**src/design/tcad_pkg.sv**
```systemverilog
// Types and codes for the Type-C port attach/detach state machine.
// No dependencies; used by the top level and its checker.
package tcad_pkg;

	// Power role of the port
	typedef enum logic [1:0] {
		ROLE_SNK = 2'd0,
		ROLE_SRC = 2'd1,
		ROLE_DRP = 2'd2
	} role_t;

	// Role command sent to the port controller
	typedef enum logic [1:0] {
		CMD_NONE = 2'd0,
		CMD_SNK  = 2'd1,
		CMD_SRC  = 2'd2,
		CMD_DRP  = 2'd3
	} cmd_t;

	// VBUS switch action
	typedef enum logic [1:0] {
		VB_KEEP = 2'd0,
		VB_OFF  = 2'd1,
		VB_ON   = 2'd2
	} vbus_t;

	// Announced connection event
	typedef enum logic [1:0] {
		EV_NONE = 2'd0,
		EV_ATT  = 2'd1,
		EV_DET  = 2'd2
	} ev_t;

	// Toggle outcome codes
	localparam logic [1:0] TOG_SRC_FOUND = 2'd1;
	localparam logic [1:0] TOG_SNK_FOUND = 2'd2;

	// Register map
	localparam logic REG_POLICY = 1'b0;

	// Widths of the result word and the item word
	localparam int RES_W = 26;
	localparam int ITEM_W = 23;

	// One interrupt batch, packed lowest field in the lowest bits
	typedef struct packed {
		logic        commit_ok;
		logic        role_cmd_ok;
		logic        status_vbus_ok;
		logic        status_attached;
		logic [11:0] status_rp_ma;
		logic        status_cc2;
		logic [1:0]  toggle_result;
		logic        status_ok;
		logic        event_vbus;
		logic        event_cc;
		logic        event_tog;
	} item_t;

	// One result, packed lowest field in the lowest bits
	typedef struct packed {
		logic        port_pending;
		role_t       port_role;
		logic [11:0] port_rp_ma;
		logic        port_cc2;
		logic        port_attached;
		vbus_t       vbus_drive;
		logic        commit_as_source;
		logic        commit_cc2;
		logic        commit_cmd;
		cmd_t        role_cmd;
		ev_t         event_kind;
	} res_t;

endpackage

```
**src/design/typec_port_attach_detach_fsm.sv**
```systemverilog
// Type-C port attach/detach state machine, top level.
// Depends on tcad_pkg.
//
// Usage:
//  - s_* carries one interrupt batch per request (events, CC status snapshot,
//    success of the status read, role command and attach commit).
//  - m_* returns exactly one result per request: event, role command, commit,
//    VBUS action and the port status after the batch.
//  - APB port holds the policy role at address 0. Writing 0..2 sets the policy
//    and re-initializes the port state; a write of 3 is ignored. Write only
//    while the stream is idle.
// Pipeline:
//  - A request is registered in the input register on acceptance and its result
//    in the result register, whose valid flag drives m_tvalid.
//  - One request per cycle is sustained while m_tready is high; the state
//    update is a single pass of logic between the input and result registers.
// Reset: arst_n clears the valid flags of both stages, policy and role to sink, link state to 0.
// Stall: while m_tready is low the result holds; one more request can wait
//  in the input register, then s_tready drops until the result is taken.
module typec_port_attach_detach_fsm
	import tcad_pkg::*;
(
	input  logic        clk,
	input  logic        arst_n,
	// stream in
	input  logic        s_tvalid,
	output logic        s_tready,
	// [0] event_tog, [1] event_cc, [2] event_vbus, [3] status_ok,
	// [5:4] toggle_result, [6] status_cc2, [18:7] status_rp_ma,
	// [19] status_attached, [20] status_vbus_ok, [21] role_cmd_ok,
	// [22] commit_ok, [23] zero
	input  logic [23:0] s_tdata,
	// stream out
	output logic        m_tvalid,
	input  logic        m_tready,
	// [1:0] event_kind, [3:2] role_cmd, [4] commit_cmd, [5] commit_cc2,
	// [6] commit_as_source, [8:7] vbus_drive, [9] port_attached, [10] port_cc2,
	// [22:11] port_rp_ma, [24:23] port_role, [25] port_pending, [31:26] zero
	output logic [31:0] m_tdata,
	// configuration
	input  logic        psel,
	input  logic        penable,
	input  logic        pwrite,
	input  logic [2:0]  paddr,
	input  logic [31:0] pwdata,
	output logic [31:0] prdata,
	output logic        pready
);

	// pipeline and state registers
	logic        valid_s1;
	item_t       item_s1;
	logic        valid_s2;
	res_t        res_s2;
	role_t       policy_q;
	role_t       role_q;
	logic        att_q;
	logic        pend_q;
	logic        cc2_q;
	logic [11:0] rp_q;

	// next state
	role_t       role_d;
	logic        att_d;
	logic        pend_d;
	logic        cc2_d;
	logic [11:0] rp_d;
	res_t        res_d;

	logic out_free;
	logic step_en;
	logic cfg_wr;
	logic cfg_ok;

	// decoded conditions
	logic any_ev;
	logic drp_go;
	logic drp_to_src;
	logic drp_role_ok;
	logic drp_commit_ok;
	logic src_trig;
	logic src_att_try;
	logic src_att_ok;
	logic src_det;
	logic snk_any;
	logic pend_trig;
	logic pend_cancel;
	logic pend_att;
	logic snk_trig;
	logic snk_att_try;
	logic snk_att_ok;
	logic snk_live;
	logic snk_det;
	logic det;

	// handshake
	assign out_free = !valid_s2 || m_tready;
	assign step_en  = valid_s1 && out_free;
	assign s_tready = !valid_s1 || out_free;
	assign m_tvalid = valid_s2;
	assign m_tdata  = {6'b0, res_s2};

	// configuration port
	assign pready = 1'b1;
	assign cfg_wr = psel && penable && pwrite && (paddr[2] == REG_POLICY);
	assign cfg_ok = pwdata[1:0] <= ROLE_DRP;
	assign prdata = (paddr[2] == REG_POLICY) ? {30'b0, policy_q} : 32'b0;

	// dual-role: toggle found a partner
	assign any_ev        = item_s1.event_tog || item_s1.event_cc || item_s1.event_vbus;
	assign drp_to_src    = item_s1.toggle_result == TOG_SRC_FOUND;
	assign drp_go        = (role_q == ROLE_DRP) && item_s1.event_tog && item_s1.status_ok
		&& (drp_to_src || item_s1.toggle_result == TOG_SNK_FOUND);
	assign drp_role_ok   = drp_go && item_s1.role_cmd_ok;
	assign drp_commit_ok = drp_role_ok && item_s1.commit_ok;

	// fixed source: attach on toggle, detach on CC change
	assign src_trig    = (role_q == ROLE_SRC) && item_s1.status_ok
		&& (att_q ? item_s1.event_cc : item_s1.event_tog);
	assign src_att_try = src_trig && !att_q && drp_to_src;
	assign src_att_ok  = src_att_try && item_s1.commit_ok;
	assign src_det     = src_trig && att_q && !item_s1.status_attached;

	// fixed sink: pending attach waits for VBUS
	assign snk_any     = (role_q == ROLE_SNK) && any_ev && item_s1.status_ok;
	assign pend_trig   = snk_any && pend_q && (item_s1.event_vbus || item_s1.event_cc);
	assign pend_cancel = pend_trig && item_s1.event_cc && (item_s1.status_rp_ma == 12'd0);
	assign pend_att    = pend_trig && !pend_cancel && item_s1.status_vbus_ok;
	assign snk_trig    = snk_any && !pend_q
		&& (att_q ? (item_s1.event_vbus || item_s1.event_cc) : item_s1.event_tog);
	assign snk_att_try = snk_trig && !att_q && (item_s1.toggle_result == TOG_SNK_FOUND);
	assign snk_att_ok  = snk_att_try && item_s1.commit_ok;
	assign snk_live    = snk_trig && att_q;
	assign snk_det     = snk_live && !item_s1.status_vbus_ok;
	assign det         = src_det || snk_det;

	// next-state logic
	always_comb begin
		role_d = role_q;
		att_d  = att_q;
		pend_d = pend_q;
		cc2_d  = cc2_q;
		rp_d   = rp_q;
		if (drp_role_ok) begin
			role_d = drp_to_src ? ROLE_SRC : ROLE_SNK;
			att_d  = 1'b0;
			pend_d = 1'b0;
			cc2_d  = 1'b0;
			rp_d   = 12'd0;
			if (item_s1.commit_ok) begin
				cc2_d = item_s1.status_cc2;
				rp_d  = item_s1.status_rp_ma;
				if (drp_to_src) begin
					att_d = 1'b1;
				end else begin
					pend_d = 1'b1;
				end
			end
		end
		if (src_att_ok) begin
			att_d  = 1'b1;
			pend_d = 1'b0;
			cc2_d  = item_s1.status_cc2;
			rp_d   = item_s1.status_rp_ma;
		end
		if (pend_cancel) begin
			pend_d = 1'b0;
		end
		if (pend_att) begin
			att_d  = 1'b1;
			pend_d = 1'b0;
			rp_d   = item_s1.status_rp_ma;
		end
		if (snk_att_ok) begin
			pend_d = 1'b1;
			cc2_d  = item_s1.status_cc2;
			rp_d   = item_s1.status_rp_ma;
		end
		if (snk_live && item_s1.event_cc) begin
			rp_d = item_s1.status_rp_ma;
		end
		// detach clears the link, then falls back to toggling if policy says so and the role command succeeded
		if (det) begin
			att_d  = 1'b0;
			pend_d = 1'b0;
			cc2_d  = 1'b0;
			rp_d   = 12'd0;
			if (policy_q == ROLE_DRP && item_s1.role_cmd_ok) begin
				role_d = ROLE_DRP;
			end
		end
	end

	// result logic
	always_comb begin
		res_d                  = '0;
		res_d.event_kind       = EV_NONE;
		res_d.role_cmd         = CMD_NONE;
		res_d.vbus_drive       = VB_KEEP;
		res_d.port_role        = role_d;
		res_d.port_attached    = att_d;
		res_d.port_pending     = pend_d;
		res_d.port_cc2         = cc2_d;
		res_d.port_rp_ma       = rp_d;
		if (drp_go) begin
			res_d.role_cmd = drp_to_src ? CMD_SRC : CMD_SNK;
			if (!drp_to_src) begin
				res_d.vbus_drive = VB_OFF;
			end
		end
		if (drp_role_ok) begin
			res_d.commit_cmd       = 1'b1;
			res_d.commit_cc2       = item_s1.status_cc2;
			res_d.commit_as_source = drp_to_src;
		end
		if (drp_commit_ok && drp_to_src) begin
			res_d.vbus_drive = VB_ON;
			res_d.event_kind = EV_ATT;
		end
		if (src_att_try) begin
			res_d.commit_cmd       = 1'b1;
			res_d.commit_cc2       = item_s1.status_cc2;
			res_d.commit_as_source = 1'b1;
		end
		if (src_att_ok) begin
			res_d.vbus_drive = VB_ON;
			res_d.event_kind = EV_ATT;
		end
		if (src_det) begin
			res_d.vbus_drive = VB_OFF;
		end
		if (det) begin
			res_d.event_kind = EV_DET;
			if (policy_q == ROLE_DRP) begin
				res_d.role_cmd = CMD_DRP;
			end else begin
				res_d.role_cmd = src_det ? CMD_SRC : CMD_SNK;
			end
		end
		if (pend_cancel) begin
			res_d.role_cmd = CMD_SNK;
		end
		if (pend_att) begin
			res_d.event_kind = EV_ATT;
		end
		if (snk_att_try) begin
			res_d.commit_cmd       = 1'b1;
			res_d.commit_cc2       = item_s1.status_cc2;
			res_d.commit_as_source = 1'b0;
		end
	end

	// input register
	always_ff @(posedge clk or negedge arst_n) begin
		if (!arst_n) begin
			valid_s1 <= 1'b0;
		end else if (s_tready) begin
			valid_s1 <= s_tvalid;
		end
	end

	always_ff @(posedge clk) begin
		if (s_tready && s_tvalid) begin
			item_s1 <= item_t'(s_tdata[ITEM_W-1:0]);
		end
	end

	// result register
	always_ff @(posedge clk or negedge arst_n) begin
		if (!arst_n) begin
			valid_s2 <= 1'b0;
		end else if (out_free) begin
			valid_s2 <= valid_s1;
		end
	end

	always_ff @(posedge clk) begin
		if (step_en) begin
			res_s2 <= res_d;
		end
	end

	// port state; a policy write re-initializes it
	always_ff @(posedge clk or negedge arst_n) begin
		if (!arst_n) begin
			policy_q <= ROLE_SNK;
			role_q   <= ROLE_SNK;
			att_q    <= 1'b0;
			pend_q   <= 1'b0;
			cc2_q    <= 1'b0;
			rp_q     <= 12'd0;
		end else if (cfg_wr && cfg_ok) begin
			policy_q <= role_t'(pwdata[1:0]);
			role_q   <= role_t'(pwdata[1:0]);
			att_q    <= 1'b0;
			pend_q   <= 1'b0;
			cc2_q    <= 1'b0;
			rp_q     <= 12'd0;
		end else if (step_en) begin
			role_q <= role_d;
			att_q  <= att_d;
			pend_q <= pend_d;
			cc2_q  <= cc2_d;
			rp_q   <= rp_d;
		end
	end

endmodule

```
**config.mk**
```make
export PLATFORM = sky130hd
export DESIGN_NAME = typec_port_attach_detach_fsm
export DESIGN_NICKNAME = d
export VERILOG_FILES = /design/src/design/tcad_pkg.sv /design/src/design/typec_port_attach_detach_fsm.sv
export SDC_FILE = /design/constraint.sdc
export NUM_CORES = 1
export LEC_CHECK = 0
export BUFFER_PORTS_ARGS = -buffer_cell sky130_fd_sc_hd__buf_2
export CORE_ASPECT_RATIO = 1.1
export CORE_MARGIN = 2
export CORE_UTILIZATION = 40
export DETAILED_ROUTE_END_ITERATION = 7
export PLACE_DENSITY = 0.68
export SYNTH_ARGS = -nofsm -noshare
export SYNTH_HDL_FRONTEND = slang
export SYNTH_SLANG_ARGS = --single-unit
```
**constraint.sdc**
```tcl
create_clock -name clk -period 2.8 [get_ports clk]
set_input_delay 0.28 -clock clk [delete_from_list [all_inputs] [get_ports clk]]
set_output_delay 0.28 -clock clk [all_outputs]
set_load 0.03 [all_outputs]
```
After elaboration in Yosys (flattened, before gate mapping). Index checks and enable logic that the tools add are counted.

Input port bits: 66. Register bits: 70. Output and inout port bits: 67. Logic and storage cells: 148.

Reduce and logical (&&, ||, !) cells: 54. Bitwise gates (word level): 1. Mux-type cells: 57. $lt $le $gt $ge: 1. Eq/ne operators: 5.

Operators with widths (count): 2-to-1 mux 12 bit (9); logical AND 1 bit (36); 2-to-1 mux 1 bit (31); 2-to-1 mux 2 bit (14); logical NOT 12 bit (1); logical NOT 1 bit (7); logical OR 1 bit (7); equality test 2 bit, second input constant (3); 2-to-1 mux 3 bit (2); equality test 2 x 1 -> 1 bit, second input constant (2); 2-to-1 mux 4 bit (1); less-or-equal comparator 2 bit, second input constant (1); logical NOT 2 bit (1); nonzero test 2 bit (1); OR reduction 2 bit (1); inverter 1 bit (1).

Depth between registers and ports, before layout.
Depth after elaboration: 17. Depth in mapped cells: 8. Depth with buffers taken out: 7.

Worst setup path after synthesis. No wires, ideal clock.

Kind: reg-to-reg. From: reg role_q[1]. To: reg res_s2, in the netlist m_tdata[12] (data pin). Data arrival time: 1.780 ns. Setup time: 0.256 ns. Period minus slack after synthesis: 2.037 ns. Cell stages (with the launch flop): 8. Path buffers: 1. Required time: 2.544 ns. Slack: 0.763 ns. Cells stage by stage: dfrtp_1 > nand2b_1 > or4b_4 > and2_4 > clkinv_8 > nor3_2 > buf_2 > a22o_1.

RTL lines: start, declared (RTL line typec_port_attach_detach_fsm.sv:56) `role_t role_q;`; start signal, assigned (RTL line typec_port_attach_detach_fsm.sv:294) `role_q <= role_t'(pwdata[1:0]);`; start signal, assigned (RTL line typec_port_attach_detach_fsm.sv:300) `role_q <= role_d;`; end signal, assigned (RTL line typec_port_attach_detach_fsm.sv:279) `res_s2 <= res_d;`; end, declared (RTL line typec_port_attach_detach_fsm.sv:54) `res_t res_s2;`.

==> results.py <==
metrics = {
    "outcome": {
        "status": "finished, final reports clean",
    },
    "setup_path": {
        "slowest_delay_ns": 0.82,
        "r2r_start": "role_q[0]$_DFFE_PN0P_",
        "reg2reg_depth": 5,
        "critPathKind": "reg2reg",
        "crit_slowest_cell": "a21oi_1",
        "cp-endpoint": "m_tdata[11]$_DFFE_PP_",
        "worstPathArrival_ns": 2.78,
        "cp-startpoint": "role_q[0]$_DFFE_PN0P_",
        "rr_endpoint": "m_tdata[11]$_DFFE_PP_",
        "end_kind": "flip-flop",
        "required_ns": 2.99,
        "r2r_slack_ns": 0.21,
        "path_cells": "nand4b_2, nor3b_2, o21ai_1, a21oi_1, a22o_1",
        "cp_max_fo": 12,
        "startpoint_type": "flip-flop",
    },
    "timing": {
        "slew_violations": 0,
        "relSlewSlack_pct": 33.94,
        "setup_tns_ns": 0,
        "fmax_mhz": 386.1,
        "min_period_ns": 2.590,
        "rsz0062_at_grt": "false",
        "finClkSkew_ns": 0.01076,
        "setup_viol": 0,
        "min_period_over_period_pct": 92.49,
        "fin_ws_ns": 0.2102,
        "hold_viol": 0,
        "worst_slew_pin_slew_ns": 0.9908,
    },
    "cts": {
        "cts_buffer_depth": 2,
        "holdBufCountCts": 1,
        "clock_sinks": 70,
        "cts_resized": 0,
        "clk_pin_slew_worst_paths_ns": 0.07,
        "cts_setup_buffers": 0,
        "clock_latency_ns": 0.34,
        "cts_tree": "done",
        "cts_root_buf": "clkbuf_8",
        "numCtsBuffers": 9,
        "cts_max_level": 3,
    },
    "power_and_ir_drop": {
        "share_comb_of_total_power_pct": 20.6,
        "p_int_w": 0.002036,
        "power_frac_clock_pct": 30.8,
        "peakVddDrop_uv": 247.5,
        "p_per_area_mw_per_mm2": 756.3,
        "p_sw_w": 0.0008366,
        "p_leak_nw": 1.644,
        "switching_share_pct": 29.12,
        "seqPwrFrac_pct": 48.5,
    },
    "synthesis": {
        "synth_warnings": 0,
        "ys_ff_latch": 70,
        "netlist_instances": 241,
        "synth.avg_cell_area_sq_um": 13.48,
        "synthTopCellsByCount": "49 x edfxtp_1, 37 x buf_4, 25 x a22o_1",
        "synth_async_sr_flop_share_pct": 30.00,
        "synth_edf_count": 49,
        "yosys-top-cells-area": "edfxtp_1 45%, dfrtp_1 16%, buf_4 8.6%",
        "yosysMostFrequentCell": "edfxtp_1",
        "synthFlopType": "edfxtp_1",
        "ys_seq_area_share_pct": 61.48,
        "syn_area_sq_mm": 0.003248,
        "yosys.cell_types.count": 53,
        "synth_top_area_cell": "edfxtp_1",
        "synth_top_area_share_pct": 45.30,
    },
    "cells_and_area": {
        "multi_input_area_sq_mm": 0.001021,
        "synthToLayoutAreaGrowth_pct": 16.95,
        "diodes": 0,
        "final-seq-area_sq_mm": 0.001997,
        "final_area_sq_mm": 0.003799,
        "drive_above_1_share_pct": 30.94,
        "nets": 383,
        "fillers": 738,
    },
    "global_routing": {
        "overflow": 0,
        "grt_pass1_vias": 2050,
        "grt_first_pass_wirelength_microns": 9867,
        "antenna_found_initial": 0,
        "grt_start_max_net_pins": 24,
        "grt_util_all_layers_pct": 14.13,
    },
    "die": {
        "die_height_microns": 98.51,
        "row_count": 34,
        "die-area_sq_mm": 0.008858,
        "core_sq_mm": 0.007913,
        "ios": 133,
        "fp.dieW_microns": 89.92,
        "start_util_pct": 41.05,
    },
    "drt": {
        "routed_wirelength_microns": 6056,
        "drt_drc_violations_left": 0,
        "antenna_left": 0,
        "dr.pass1.iters": 4,
        "routedWlPerCell_microns": 14.15,
        "via_count": 2086,
        "drt_iter0_drc": 162,
        "routed_via_density": 4.874,
    },
    "place": {
        "gp_congestion": 0.8842,
        "numPortBuffers": 62,
        "dpl_cell_area_sq_mm": 0.003566,
        "dp_slack_ns": 0.2686,
        "post-dp-hpwl_microns": 4488,
    },
    "flow_run": {
        "drv_cap": 0,
    },
    "min_path": {
        "hp-class": "in2reg",
    },
}
worst min-delay path by stage:
| stage | startpoint | endpoint | slack [ns] | cells after the start |
|---|---|---|---|---|
| finish | s_tdata[16] | item_s1[16]$_DFFE_PP_ | 0.12 | 1 |
| global route | s_tdata[13] | item_s1[13]$_DFFE_PP_ | 0.1 | 1 |
| CTS | s_tdata[14] | item_s1[14]$_DFFE_PP_ | 0.10 | 1 |
| detailed placement | arst_n | policy_q[0]$_DFFE_PN0P_ | 0.29 | 1 |
| global placement | arst_n | m_tvalid$_DFFE_PN0P_ | 0.29 | 1 |
| floorplan | arst_n | att_q$_DFFE_PN0P_ | -0.02 | 0 |
per-layer routing:
metal	share of wire, %	vias to the layer above	global-route usage [%]
li1	-	985	-
met1	45	987	18.64
met2	46	95	21.62
met3	6.3	19	3.593
met4	3.0	0	7.692
met5	0	-	0
worst max-delay path: cells and delay by family (launching register included):
kind	cells	cell delay (ns)
AOI/OAI and AO/OA	3	1.29
DFF	1	0.47
and+or+nand+nor	2	0.68
registers in the layout, indices dropped and copies added, names as in the netlist:
name and cells:
att_q 1, item_s1 23, role_q 2, pend_q 1
cc2_q 1, m_tvalid 1, rp_q 12, valid_s1 1
policy_q 2, m_tdata 26
cell type report:
type	instances	share of cell area [%]
clock inverter	6	2.240
tap	108	3.557
inverter	8	1.120
sequential	70	52.57
clock buffer	10	3.623
timing repair buffer	71	10.01
multi-input combinational	155	26.88
layout by cell type (no fill, tap or decap), types with 3 or more instances in the layout:
cell      netlist  routed
buf_2           3      62
edfxtp_1       49      49
conb_1          2      37
a22o_1         25      25
dfrtp_1        21      21
nand2_1        15      15
clkbuf_8        0      10
buf_4          37       8
inv_1           7       7
nor2_1          7       7
a21oi_1         6       6
nand2b_1        5       5
nor3_1          4       4
nor2b_1         3       3
o21ai_0         3       3
nand4b_1        3       3
a22oi_1         3       3
nand3_1         3       3
cells by family (layout without fill, tap and decap cells):
group / count (synthesis) / after routing / share of synthesized area (%)
AO/OA/AOI/OAI: 57 / 57 / 14.72
adder cells (fa/ha/maj): 2 / 2 / 0.7703
buffers and inverters: 51 / 95 / 11.13
flip-flops: 70 / 70 / 61.48
multiplexers: 1 / 1 / 0.3467
other: 2 / 37 / 0.2312
AND/OR/NAND/NOR: 58 / 58 / 11.33
power groups by stage:
stage                     Combinational [W]  Clock, W  Sequential, W
final                              0.000593  0.000885        0.00139
after CTS                          0.000595  0.000907        0.00139
after global placement             0.000580         0        0.00141
after detailed placement           0.000592         0        0.00141
after floorplan                    0.000376         0        0.00150
after global routing               0.000641  0.000950        0.00141
stage by stage:
stage	power [W]	util, %	std cells	hold WS, ns
after global routing	0.003002	48.01	428	0.09508
after detailed placement	0.002005	45.07	411	0.2854
final	0.002873	48.01	428	0.1175
after floorplan	0.001880	-	276	-0.01559
after CTS	0.002894	48.01	428	0.1050
after global placement	0.001988	45.07	411	0.2866
Power figures use the tool's default switching activity.
